--- src/rtl/core/iirdf1_pkg.sv ---
// shared constants, codes and controller-to-datapath command type of the iir filter
`default_nettype none

package iirdf1_pkg;

  // fixed field widths
  localparam int unsigned SAMPLE_W = 16;
  localparam int unsigned COEF_W   = 24;
  localparam int unsigned IDX_W    = 5;
  localparam int unsigned ORD_W    = 5;
  localparam int unsigned KIND_W   = 2;
  localparam int unsigned PROD_W   = SAMPLE_W + COEF_W;

  // stream packing
  localparam int unsigned S_DATA_W = 48;
  localparam int unsigned M_DATA_W = 16;

  // tap counter field wide enough for the largest supported order
  localparam int unsigned TAP_W = 6;

  // parameter defaults
  localparam int unsigned ORDER_MAX_DEF      = 16;
  localparam int unsigned COEF_FRAC_BITS_DEF = 20;

  // request kinds on s_axis_tuser
  localparam logic [KIND_W-1:0] REQ_SAMPLE   = 2'd0;
  localparam logic [KIND_W-1:0] REQ_WR_FF    = 2'd1;
  localparam logic [KIND_W-1:0] REQ_WR_FB    = 2'd2;
  localparam logic [KIND_W-1:0] REQ_CLR_HIST = 2'd3;

  // configuration register indexes
  localparam logic REG_FF_ORDER = 1'b0;
  localparam logic REG_FB_ORDER = 1'b1;

  typedef struct packed {
    logic             start;     // sample accepted: push x, clear accumulator
    logic             wr_ff;     // write numerator coefficient
    logic             wr_fb;     // write denominator coefficient
    logic             clr_hist;  // zero both histories
    logic             issue;     // start one multiply-accumulate tap
    logic             fb;        // tap belongs to the feedback sum
    logic [TAP_W-1:0] tap;       // tap index
    logic             finish;    // round, load output, shift output history
  } cmd_t;

endpackage

`default_nettype wire

--- src/rtl/core/iir_direct_form_one_filter.sv ---
// direct form i iir filter: order registers, controller and mac datapath
// sample item: after transfer the taps are issued, the pipeline drains and the result
//   is loaded once the output is free; the next item is taken once the result is loaded
// one shared multiplier handles one tap per cycle, nb + 1 + na taps per sample
// coefficient writes and history clears give no result
// rst_ni clears orders, histories and coefficients (coefficients read zero until written)
`default_nettype none

module iir_direct_form_one_filter #(
  parameter int unsigned ORDER_MAX      = iirdf1_pkg::ORDER_MAX_DEF,
  parameter int unsigned COEF_FRAC_BITS = iirdf1_pkg::COEF_FRAC_BITS_DEF
) (
  input  wire logic                                 clk_i,
  input  wire logic                                 rst_ni,
  input  wire logic                                 cfg_we_i,
  input  wire logic                                 cfg_idx_i,
  input  wire logic [iirdf1_pkg::ORD_W-1:0]         cfg_wdata_i,
  input  wire logic                                 s_axis_tvalid,
  output logic                                      s_axis_tready,
  // sample_in [15:0], coef_index [20:16], coef_value [44:21], zero [47:45]
  input  wire logic [iirdf1_pkg::S_DATA_W-1:0]      s_axis_tdata,
  // req_type [1:0]
  input  wire logic [iirdf1_pkg::KIND_W-1:0]        s_axis_tuser,
  output logic                                      m_axis_tvalid,
  input  wire logic                                 m_axis_tready,
  // filtered_sample [15:0]
  output logic [iirdf1_pkg::M_DATA_W-1:0]           m_axis_tdata,
  // saturated [0]
  output logic                                      m_axis_tuser
);

  iirdf1_pkg::cmd_t                       cmd;
  logic                                   out_free;
  logic signed [iirdf1_pkg::SAMPLE_W-1:0] y;

  iirdf1_ctrl #(
    .ORDER_MAX (ORDER_MAX)
  ) u_ctrl (
    .clk_i       (clk_i),
    .rst_ni      (rst_ni),
    .cfg_we_i    (cfg_we_i),
    .cfg_idx_i   (cfg_idx_i),
    .cfg_wdata_i (cfg_wdata_i),
    .in_valid_i  (s_axis_tvalid),
    .in_ready_o  (s_axis_tready),
    .in_kind_i   (s_axis_tuser),
    .out_free_i  (out_free),
    .cmd_o       (cmd)
  );

  iirdf1_dpath #(
    .ORDER_MAX      (ORDER_MAX),
    .COEF_FRAC_BITS (COEF_FRAC_BITS)
  ) u_dpath (
    .clk_i             (clk_i),
    .rst_ni            (rst_ni),
    .cmd_i             (cmd),
    .sample_in_i       (s_axis_tdata[15:0]),
    .coef_index_i      (s_axis_tdata[20:16]),
    .coef_value_i      (s_axis_tdata[44:21]),
    .out_free_o        (out_free),
    .out_valid_o       (m_axis_tvalid),
    .out_ready_i       (m_axis_tready),
    .filtered_sample_o (y),
    .saturated_o       (m_axis_tuser)
  );

  assign m_axis_tdata = y;

endmodule

`default_nettype wire

--- src/rtl/core/iirdf1_ctrl.sv ---
// sequencing state machine and order registers of the iir filter
`default_nettype none

module iirdf1_ctrl #(
  parameter int unsigned ORDER_MAX = iirdf1_pkg::ORDER_MAX_DEF
) (
  input  wire logic                         clk_i,
  input  wire logic                         rst_ni,
  input  wire logic                         cfg_we_i,
  input  wire logic                         cfg_idx_i,
  input  wire logic [iirdf1_pkg::ORD_W-1:0] cfg_wdata_i,
  input  wire logic                         in_valid_i,
  output logic                              in_ready_o,
  input  wire logic [iirdf1_pkg::KIND_W-1:0] in_kind_i,
  input  wire logic                         out_free_i,
  output iirdf1_pkg::cmd_t                  cmd_o
);

  localparam int unsigned CI_W = $clog2(ORDER_MAX + 1);

  localparam logic [2:0] ST_IDLE  = 3'd0;
  localparam logic [2:0] ST_FF    = 3'd1;
  localparam logic [2:0] ST_FB    = 3'd2;
  localparam logic [2:0] ST_DRAIN = 3'd3;
  localparam logic [2:0] ST_DONE  = 3'd4;

  logic [2:0]                     state_q, state_d;
  logic [CI_W-1:0]                tap_q, tap_d;
  logic                           drain_q, drain_d;
  logic [iirdf1_pkg::ORD_W-1:0]   ff_ord_q, fb_ord_q;
  logic [CI_W-1:0]                nb, na;
  logic                           accept;

  // orders above the supported maximum saturate
  always_comb begin
    if ({1'b0, ff_ord_q} > 6'(ORDER_MAX)) nb = CI_W'(ORDER_MAX);
    else nb = CI_W'({1'b0, ff_ord_q});
    if ({1'b0, fb_ord_q} > 6'(ORDER_MAX)) na = CI_W'(ORDER_MAX);
    else na = CI_W'({1'b0, fb_ord_q});
  end

  always_ff @(posedge clk_i or negedge rst_ni) begin
    if (!rst_ni) begin
      ff_ord_q <= '0;
      fb_ord_q <= '0;
    end else if (cfg_we_i) begin
      case (cfg_idx_i)
        iirdf1_pkg::REG_FF_ORDER: ff_ord_q <= cfg_wdata_i;
        iirdf1_pkg::REG_FB_ORDER: fb_ord_q <= cfg_wdata_i;
        default: ;
      endcase
    end
  end

  assign in_ready_o = (state_q == ST_IDLE);
  assign accept     = in_valid_i && in_ready_o;

  always_comb begin
    state_d = state_q;
    tap_d   = tap_q;
    drain_d = drain_q;
    cmd_o   = '0;
    cmd_o.tap = iirdf1_pkg::TAP_W'(tap_q);
    case (state_q)
      ST_IDLE: begin
        if (accept) begin
          case (in_kind_i)
            iirdf1_pkg::REQ_SAMPLE: begin
              cmd_o.start = 1'b1;
              tap_d       = '0;
              state_d     = ST_FF;
            end
            iirdf1_pkg::REQ_WR_FF:    cmd_o.wr_ff    = 1'b1;
            iirdf1_pkg::REQ_WR_FB:    cmd_o.wr_fb    = 1'b1;
            iirdf1_pkg::REQ_CLR_HIST: cmd_o.clr_hist = 1'b1;
            default: ;
          endcase
        end
      end
      ST_FF: begin
        cmd_o.issue = 1'b1;
        if (tap_q == nb) begin
          if (na == '0) begin
            drain_d = 1'b0;
            state_d = ST_DRAIN;
          end else begin
            tap_d   = CI_W'(1);
            state_d = ST_FB;
          end
        end else begin
          tap_d = tap_q + CI_W'(1);
        end
      end
      ST_FB: begin
        cmd_o.issue = 1'b1;
        cmd_o.fb    = 1'b1;
        if (tap_q == na) begin
          drain_d = 1'b0;
          state_d = ST_DRAIN;
        end else begin
          tap_d = tap_q + CI_W'(1);
        end
      end
      ST_DRAIN: begin
        // read and multiply stages empty into the accumulator
        drain_d = 1'b1;
        if (drain_q) state_d = ST_DONE;
      end
      ST_DONE: begin
        if (out_free_i) begin
          cmd_o.finish = 1'b1;
          state_d      = ST_IDLE;
        end
      end
      default: state_d = ST_IDLE;
    endcase
  end

  always_ff @(posedge clk_i or negedge rst_ni) begin
    if (!rst_ni) begin
      state_q <= ST_IDLE;
      tap_q   <= '0;
      drain_q <= 1'b0;
    end else begin
      state_q <= state_d;
      tap_q   <= tap_d;
      drain_q <= drain_d;
    end
  end

endmodule

`default_nettype wire

--- src/rtl/core/iirdf1_dpath.sv ---
// coefficient memories, histories, shared multiply-accumulate and output stage
`default_nettype none

module iirdf1_dpath #(
  parameter int unsigned ORDER_MAX      = iirdf1_pkg::ORDER_MAX_DEF,
  parameter int unsigned COEF_FRAC_BITS = iirdf1_pkg::COEF_FRAC_BITS_DEF
) (
  input  wire logic                                  clk_i,
  input  wire logic                                  rst_ni,
  input  wire iirdf1_pkg::cmd_t                      cmd_i,
  input  wire logic signed [iirdf1_pkg::SAMPLE_W-1:0] sample_in_i,
  input  wire logic [iirdf1_pkg::IDX_W-1:0]          coef_index_i,
  input  wire logic signed [iirdf1_pkg::COEF_W-1:0]  coef_value_i,
  output logic                                       out_free_o,
  output logic                                       out_valid_o,
  input  wire logic                                  out_ready_i,
  output logic signed [iirdf1_pkg::SAMPLE_W-1:0]     filtered_sample_o,
  output logic                                       saturated_o
);

  localparam int unsigned CI_W   = $clog2(ORDER_MAX + 1);
  localparam int unsigned HI_W   = (ORDER_MAX > 1) ? $clog2(ORDER_MAX) : 1;
  localparam int unsigned ACC_W0 = iirdf1_pkg::PROD_W + $clog2(2 * ORDER_MAX + 1) + 1;
  localparam int unsigned ACC_W  = (ACC_W0 > COEF_FRAC_BITS + 17) ? ACC_W0
                                                                 : COEF_FRAC_BITS + 17;
  localparam int unsigned SH_W   = ACC_W - COEF_FRAC_BITS;
  localparam logic signed [ACC_W-1:0] HALF  = ACC_W'(1) << (COEF_FRAC_BITS - 1);
  localparam logic signed [SH_W-1:0]  Y_MAX = SH_W'(32767);
  localparam logic signed [SH_W-1:0]  Y_MIN = SH_W'(-32768);

  // coefficient stores, zero until written
  logic signed [iirdf1_pkg::COEF_W-1:0] ff_mem [0:ORDER_MAX];
  logic signed [iirdf1_pkg::COEF_W-1:0] fb_mem [0:ORDER_MAX];
  logic [ORDER_MAX:0]                   ff_vld_q, fb_vld_q;

  // x line holds x[n] .. x[n-ORDER_MAX] once the sample is pushed
  logic signed [iirdf1_pkg::SAMPLE_W-1:0] xline_q [0:ORDER_MAX];
  logic signed [iirdf1_pkg::SAMPLE_W-1:0] yline_q [0:ORDER_MAX-1];

  logic [5:0]      widx6;
  logic            widx_ok;
  logic [CI_W-1:0] widx, tap;
  logic [HI_W-1:0] yidx;

  logic signed [iirdf1_pkg::COEF_W-1:0]   ff_rd_q, fb_rd_q, coef;
  logic signed [iirdf1_pkg::SAMPLE_W-1:0] hist_q;
  logic                                   rd_vld_q, rd_fb_q, rd_cvld_q;
  logic signed [iirdf1_pkg::PROD_W-1:0]   prod_q;
  logic                                   p_vld_q, p_fb_q;
  logic signed [ACC_W-1:0]                acc_q, rnd;
  logic signed [SH_W-1:0]                 sh;
  logic signed [iirdf1_pkg::SAMPLE_W-1:0] y_sat;
  logic                                   y_clip;
  logic                                   out_vld_q;
  logic signed [iirdf1_pkg::SAMPLE_W-1:0] out_y_q;
  logic                                   out_sat_q;

  assign widx6   = {1'b0, coef_index_i};
  assign widx_ok = (widx6 <= 6'(ORDER_MAX));
  assign widx    = widx6[CI_W-1:0];
  assign tap     = cmd_i.tap[CI_W-1:0];
  assign yidx    = HI_W'(tap - CI_W'(1));

  always_ff @(posedge clk_i) begin
    if (cmd_i.wr_ff && widx_ok) ff_mem[widx] <= coef_value_i;
    if (cmd_i.wr_fb && widx_ok) fb_mem[widx] <= coef_value_i;
    ff_rd_q <= ff_mem[tap];
    fb_rd_q <= fb_mem[tap];
    hist_q  <= cmd_i.fb ? yline_q[yidx] : xline_q[tap];
    prod_q  <= coef * hist_q;
  end

  always_ff @(posedge clk_i or negedge rst_ni) begin
    if (!rst_ni) begin
      ff_vld_q <= '0;
      fb_vld_q <= '0;
    end else begin
      if (cmd_i.wr_ff && widx_ok) ff_vld_q[widx] <= 1'b1;
      if (cmd_i.wr_fb && widx_ok) fb_vld_q[widx] <= 1'b1;
    end
  end

  // histories
  always_ff @(posedge clk_i or negedge rst_ni) begin
    if (!rst_ni) begin
      for (int i = 0; i <= ORDER_MAX; i++) xline_q[i] <= '0;
      for (int i = 0; i < ORDER_MAX; i++) yline_q[i] <= '0;
    end else if (cmd_i.clr_hist) begin
      for (int i = 0; i <= ORDER_MAX; i++) xline_q[i] <= '0;
      for (int i = 0; i < ORDER_MAX; i++) yline_q[i] <= '0;
    end else begin
      if (cmd_i.start) begin
        xline_q[0] <= sample_in_i;
        for (int i = 1; i <= ORDER_MAX; i++) xline_q[i] <= xline_q[i-1];
      end
      if (cmd_i.finish) begin
        yline_q[0] <= y_sat;
        for (int i = 1; i < ORDER_MAX; i++) yline_q[i] <= yline_q[i-1];
      end
    end
  end

  // read, multiply, accumulate pipeline
  always_comb begin
    if (!rd_cvld_q) coef = '0;
    else coef = rd_fb_q ? fb_rd_q : ff_rd_q;
  end

  always_ff @(posedge clk_i or negedge rst_ni) begin
    if (!rst_ni) begin
      rd_vld_q  <= 1'b0;
      rd_fb_q   <= 1'b0;
      rd_cvld_q <= 1'b0;
      p_vld_q   <= 1'b0;
      p_fb_q    <= 1'b0;
      acc_q     <= '0;
    end else begin
      rd_vld_q  <= cmd_i.issue;
      rd_fb_q   <= cmd_i.fb;
      rd_cvld_q <= cmd_i.fb ? fb_vld_q[tap] : ff_vld_q[tap];
      p_vld_q   <= rd_vld_q;
      p_fb_q    <= rd_fb_q;
      if (cmd_i.start) acc_q <= '0;
      else if (p_vld_q) begin
        if (p_fb_q) acc_q <= acc_q - ACC_W'(prod_q);
        else acc_q <= acc_q + ACC_W'(prod_q);
      end
    end
  end

  // round half up, then clip to 16 bits
  assign rnd = acc_q + HALF;
  assign sh  = rnd[ACC_W-1:COEF_FRAC_BITS];

  always_comb begin
    if (sh > Y_MAX) begin
      y_sat  = 16'sh7fff;
      y_clip = 1'b1;
    end else if (sh < Y_MIN) begin
      y_sat  = -16'sh8000;
      y_clip = 1'b1;
    end else begin
      y_sat  = sh[iirdf1_pkg::SAMPLE_W-1:0];
      y_clip = 1'b0;
    end
  end

  // output register parts the result from the next item
  always_ff @(posedge clk_i or negedge rst_ni) begin
    if (!rst_ni) begin
      out_vld_q <= 1'b0;
    end else if (cmd_i.finish) begin
      out_vld_q <= 1'b1;
    end else if (out_ready_i) begin
      out_vld_q <= 1'b0;
    end
  end

  always_ff @(posedge clk_i) begin
    if (cmd_i.finish) begin
      out_y_q   <= y_sat;
      out_sat_q <= y_clip;
    end
  end

  assign out_free_o        = !out_vld_q || out_ready_i;
  assign out_valid_o       = out_vld_q;
  assign filtered_sample_o = out_y_q;
  assign saturated_o       = out_sat_q;

endmodule

`default_nettype wire
--- config.mk ---
export PLATFORM = sky130hd
export DESIGN_NAME = iir_direct_form_one_filter
export DESIGN_NICKNAME = d
export VERILOG_FILES = /design/src/rtl/core/iirdf1_pkg.sv /design/src/rtl/core/iir_direct_form_one_filter.sv /design/src/rtl/core/iirdf1_ctrl.sv /design/src/rtl/core/iirdf1_dpath.sv
export SDC_FILE = /design/constraint.sdc
export NUM_CORES = 2
export LEC_CHECK = 0
export ABC_AREA = 0
export BUFFER_PORTS_ARGS = -buffer_cell sky130_fd_sc_hd__buf_2
export CORE_UTILIZATION = 51
export DETAILED_ROUTE_END_ITERATION = 10
export PLACE_DENSITY = 0.67
export SLEW_MARGIN = 5
export SYNTH_ARGS = -nofsm -noshare
export SYNTH_HDL_FRONTEND = slang
export SYNTH_SLANG_ARGS = --single-unit
--- constraint.sdc ---
create_clock -name clk_i -period 16.7 [get_ports clk_i]
set_clock_uncertainty 0.1 [all_clocks]
set_input_delay 4.175 -clock clk_i [delete_from_list [all_inputs] [get_ports clk_i]]
set_output_delay 4.175 -clock clk_i [all_outputs]
set_load 0.02 [all_outputs]
==> qor.csv <==
metric,value,unit
outcome,"finished, final reports clean",
critical_path.max_stage_delay,0.80,ns
ctsHoldBuffers,0,
final_area,86900,um2
synth_area_leader_cell,edfxtp_1,
die-width,395,um
path_max_fanout,25,
cts_buffers,164,
io_pins,80,
p_int,8.62,mW
power.density,153,nW/um2
seqPwrFrac,35.4,%
fillCellCount,11900,
place_area,81500,um2
multi_input_area,32900,um2
critPathArrivalTime,9.18,ns
clk_pin_slew,0.06,ns
fin_crit,8.57,ns
synth-main-ff-cell,edfxtp_1,
ys_seq_area_share,54.7,%
vias,45400,
min_path_cells,0,
numClockSinks,1571,
drv_slew,0,
port_buffers,76,
timing.final.crit_share,51.3,%
power_frac_comb,37.1,%
seqCellArea,43000,um2
worstSetupStartpointType,flop,
postRouteAntennaNets,0,
hpwl,110000,um
crit_path_top_delay_cell,nor2b_2,
die_y,395,um
crit_type,reg2reg,
holdCritPathClass,reg2reg,
dp_slack,8.16,ns
clkPwrFrac,27.5,%
drive_above_1_share,16.9,%
initial_core_util,51.6,%
async_flop_share,40.4,%
crit_buf_inv,6,
cts_buffer_depth,3,
gp_congestion,0.867,
grt_pass1_wl,274000,um
grt_overflow,0,
ys_seq_elements,1571,
postSynthAreaPerCell,14.3,um2
std_cell_rows,143,
synth_cell_types,69,
peakVddDrop,0.113,mV
yosysWarningCount,0,
fin_ws,8.13,ns
grt_max_degree,257,
syn_area,78600,um2
cts_root_buf,clkbuf_16,
synth.top_cell.area_share,31.8,%
grt_pass1_vias,46000,
antenna_found_initial,14,
synth_edf_count,833,
end_kind,flop,
nets,6085,
wire_per_inst,23.0,um
synthCells,5482,
slew_headroom,14.1,%
setup_viol,0,
r2r_end,u_dpath.prod_q[38],
power.share.switching,35.2,%
worst_slew_pin_slew,1.29,ns
first_pass_iters,5,
rsz0062_at_grt,false,
p_leak,35.0,nW
r2r.worst_path.cells,28,
hold_slack,0.250,ns
cts_tree,done,
cts_resized,0,
p_sw,4.69,mW
viasPerCell,5.92,
synth_nets,6066,
drtIter0Drc,3731,
path_delay_family,adder cells,
htree_levels,4,
drv_cap,0,
min_to,u_dpath.p_vld_q,
yosys-top-cells-area,"edfxtp_1, dfrtp_1, mux4_2, fa_1, a22o_1",
setup_tns,0,ns
reg2reg_setup_slack,8.13,ns
path_common_cell,fa_1,
die_area,156000,um2
wl,176000,um
grt_util_all_layers,22.9,%
core-area,152000,um2
hold_start,u_dpath.rd_vld_q,
r2r-start,u_dpath.rd_fb_q,
drc,0,
clkLatencyLatePin,0.81,ns
fmax,0.117,GHz
hold_viol_final,0,
crit_required,17.30,ns
cts_setup_buffers,0,
area_growth_syn_to_layout,10.6,%
sequential cells by signal (all words and copies together), names as in the netlist, 3 cells and up:
register	flops
u_ctrl.fb_ord_q	5
u_ctrl.ff_ord_q	5
u_ctrl.state_q	3
u_ctrl.tap_q	5
u_dpath.acc_q	47
u_dpath.fb_mem	408
u_dpath.fb_rd_q	24
u_dpath.fb_vld_q	17
u_dpath.ff_mem	408
u_dpath.ff_rd_q	24
u_dpath.ff_vld_q	17
u_dpath.filtered_sample_o	16
u_dpath.hist_q	16
u_dpath.prod_q	40
u_dpath.xline_q	272
u_dpath.yline_q	256
worst max-delay path by stage:
stage	from	to	slack, ns	cells past startpoint
after CTS	u_dpath.rd_fb_q	u_dpath.prod_q[38]	8.08	28
after global placement	u_dpath.rd_fb_q	u_dpath.prod_q[38]	8.21	27
after floorplan	s_axis_tdata[17]	u_dpath.fb_mem[12][0]	8.38	4
after global routing	u_dpath.rd_fb_q	u_dpath.prod_q[38]	7.67	28
final	u_dpath.rd_fb_q	u_dpath.prod_q[38]	8.13	28
after detailed placement	u_dpath.rd_fb_q	u_dpath.prod_q[38]	8.16	28
metrics by stage:
step	power (mW)	util, %	instances
after floorplan	8.46	-	5482
after global placement	9.66	53.4	7365
after detailed placement	9.73	53.4	7365
after CTS	13.4	57.0	7666
after global routing	14.1	57.0	7669
final	13.3	57.0	7671
cells in the mapped netlist (all sizes together), types with 4 or more instances:
| cell type | number |
|---|---|
| a211oi | 14 |
| a21o | 52 |
| a21oi | 106 |
| a22o | 527 |
| a22oi | 17 |
| a31o | 5 |
| a31oi | 24 |
| and2 | 162 |
| and3 | 15 |
| buf | 52 |
| clkbuf | 276 |
| dfrtp | 634 |
| dfxtp | 104 |
| edfxtp | 833 |
| fa | 375 |
| ha | 148 |
| inv | 483 |
| mux2 | 11 |
| mux2i | 61 |
| mux4 | 410 |
| nand2 | 462 |
| nand2b | 21 |
| nand3 | 32 |
| nand3b | 5 |
| nand4 | 13 |
| nor2 | 179 |
| nor2b | 40 |
| nor3 | 33 |
| nor3b | 4 |
| nor4 | 13 |
| nor4b | 8 |
| o211ai | 4 |
| o21a | 10 |
| o21ai | 86 |
| o21bai | 19 |
| o31ai | 7 |
| o41ai | 4 |
| or2 | 38 |
| or3 | 5 |
| or4 | 7 |
| xnor2 | 114 |
| xor2 | 43 |
cell type report:
class                      instances  share of cell area, %
sequential                      1571                   49.4
tap                             2030                   2.92
timing repair buffer             181                   1.40
inverter                         485                   2.10
multi-input combinational       3098                   37.8
clock inverter                    79                   1.07
clock buffer                     222                   5.22
antenna                            5                 0.0144
power by group through the flow:
stage	sequential (mW)	combinational, mW	clock [mW]
after CTS	4.71	4.96	3.73
final	4.72	4.93	3.66
after floorplan	4.64	3.82	0
after global placement	4.78	4.88	0
after detailed placement	4.79	4.94	0
after global routing	4.75	5.45	3.88
per-layer routing:
layer / up-vias / global-route usage, % / part of all wire, %
li1: 20000 / - / -
met1: 23700 / 32.8 / 44
met2: 1378 / 35.6 / 47
met3: 281 / 4.49 / 6.5
met4: 10 / 6.83 / 2.5
met5: - / 0 / 0.033
cells in the final DEF (no fill, tap or decap), types with 11 or more instances in the layout:
cell / Yosys / final
buf_2: 5 / 75
a22oi_1: 17 / 17
a22o_1: 527 / 527
o21bai_1: 19 / 19
dfxtp_1: 104 / 104
clkbuf_1: 276 / 39
and2_1: 162 / 162
nor2_1: 179 / 152
a211oi_1: 13 / 13
mux4_2: 410 / 410
xnor2_1: 114 / 112
nand2b_1: 21 / 21
mux2_2: 11 / 11
xor2_1: 43 / 43
fa_1: 375 / 375
nor2b_1: 40 / 36
o21ai_0: 86 / 86
nor2_4: 0 / 25
or2_2: 38 / 38
mux2i_1: 61 / 61
clkinv_1: 2 / 21
dfrtp_1: 634 / 628
clkbuf_8: 0 / 17
nand4_1: 13 / 13
a31oi_1: 24 / 22
nand3_1: 32 / 32
inv_1: 482 / 482
clkbuf_16: 0 / 166
bufinv_16: 0 / 12
edfxtp_1: 833 / 833
a21oi_1: 105 / 105
nand2_1: 462 / 461
nor3_1: 32 / 29
and3_1: 15 / 15
ha_1: 148 / 147
a21o_1: 52 / 52
clkinv_2: 0 / 25
buf_4: 1 / 102
logic make-up (layout without fill, tap and decap cells):
logic type | Yosys count | in the layout | synth area share, %
simple gates | 1041 | 1041 | 6.31
compound gates | 895 | 895 | 8.80
buf+inv | 813 | 967 | 3.90
xor+xnor | 157 | 157 | 1.75
flops | 1571 | 1571 | 54.7
mux | 482 | 482 | 12.7
other cells | 0 | 5 | 0
fa+ha+maj | 523 | 523 | 11.9
(Power assumes the default switching activity.)
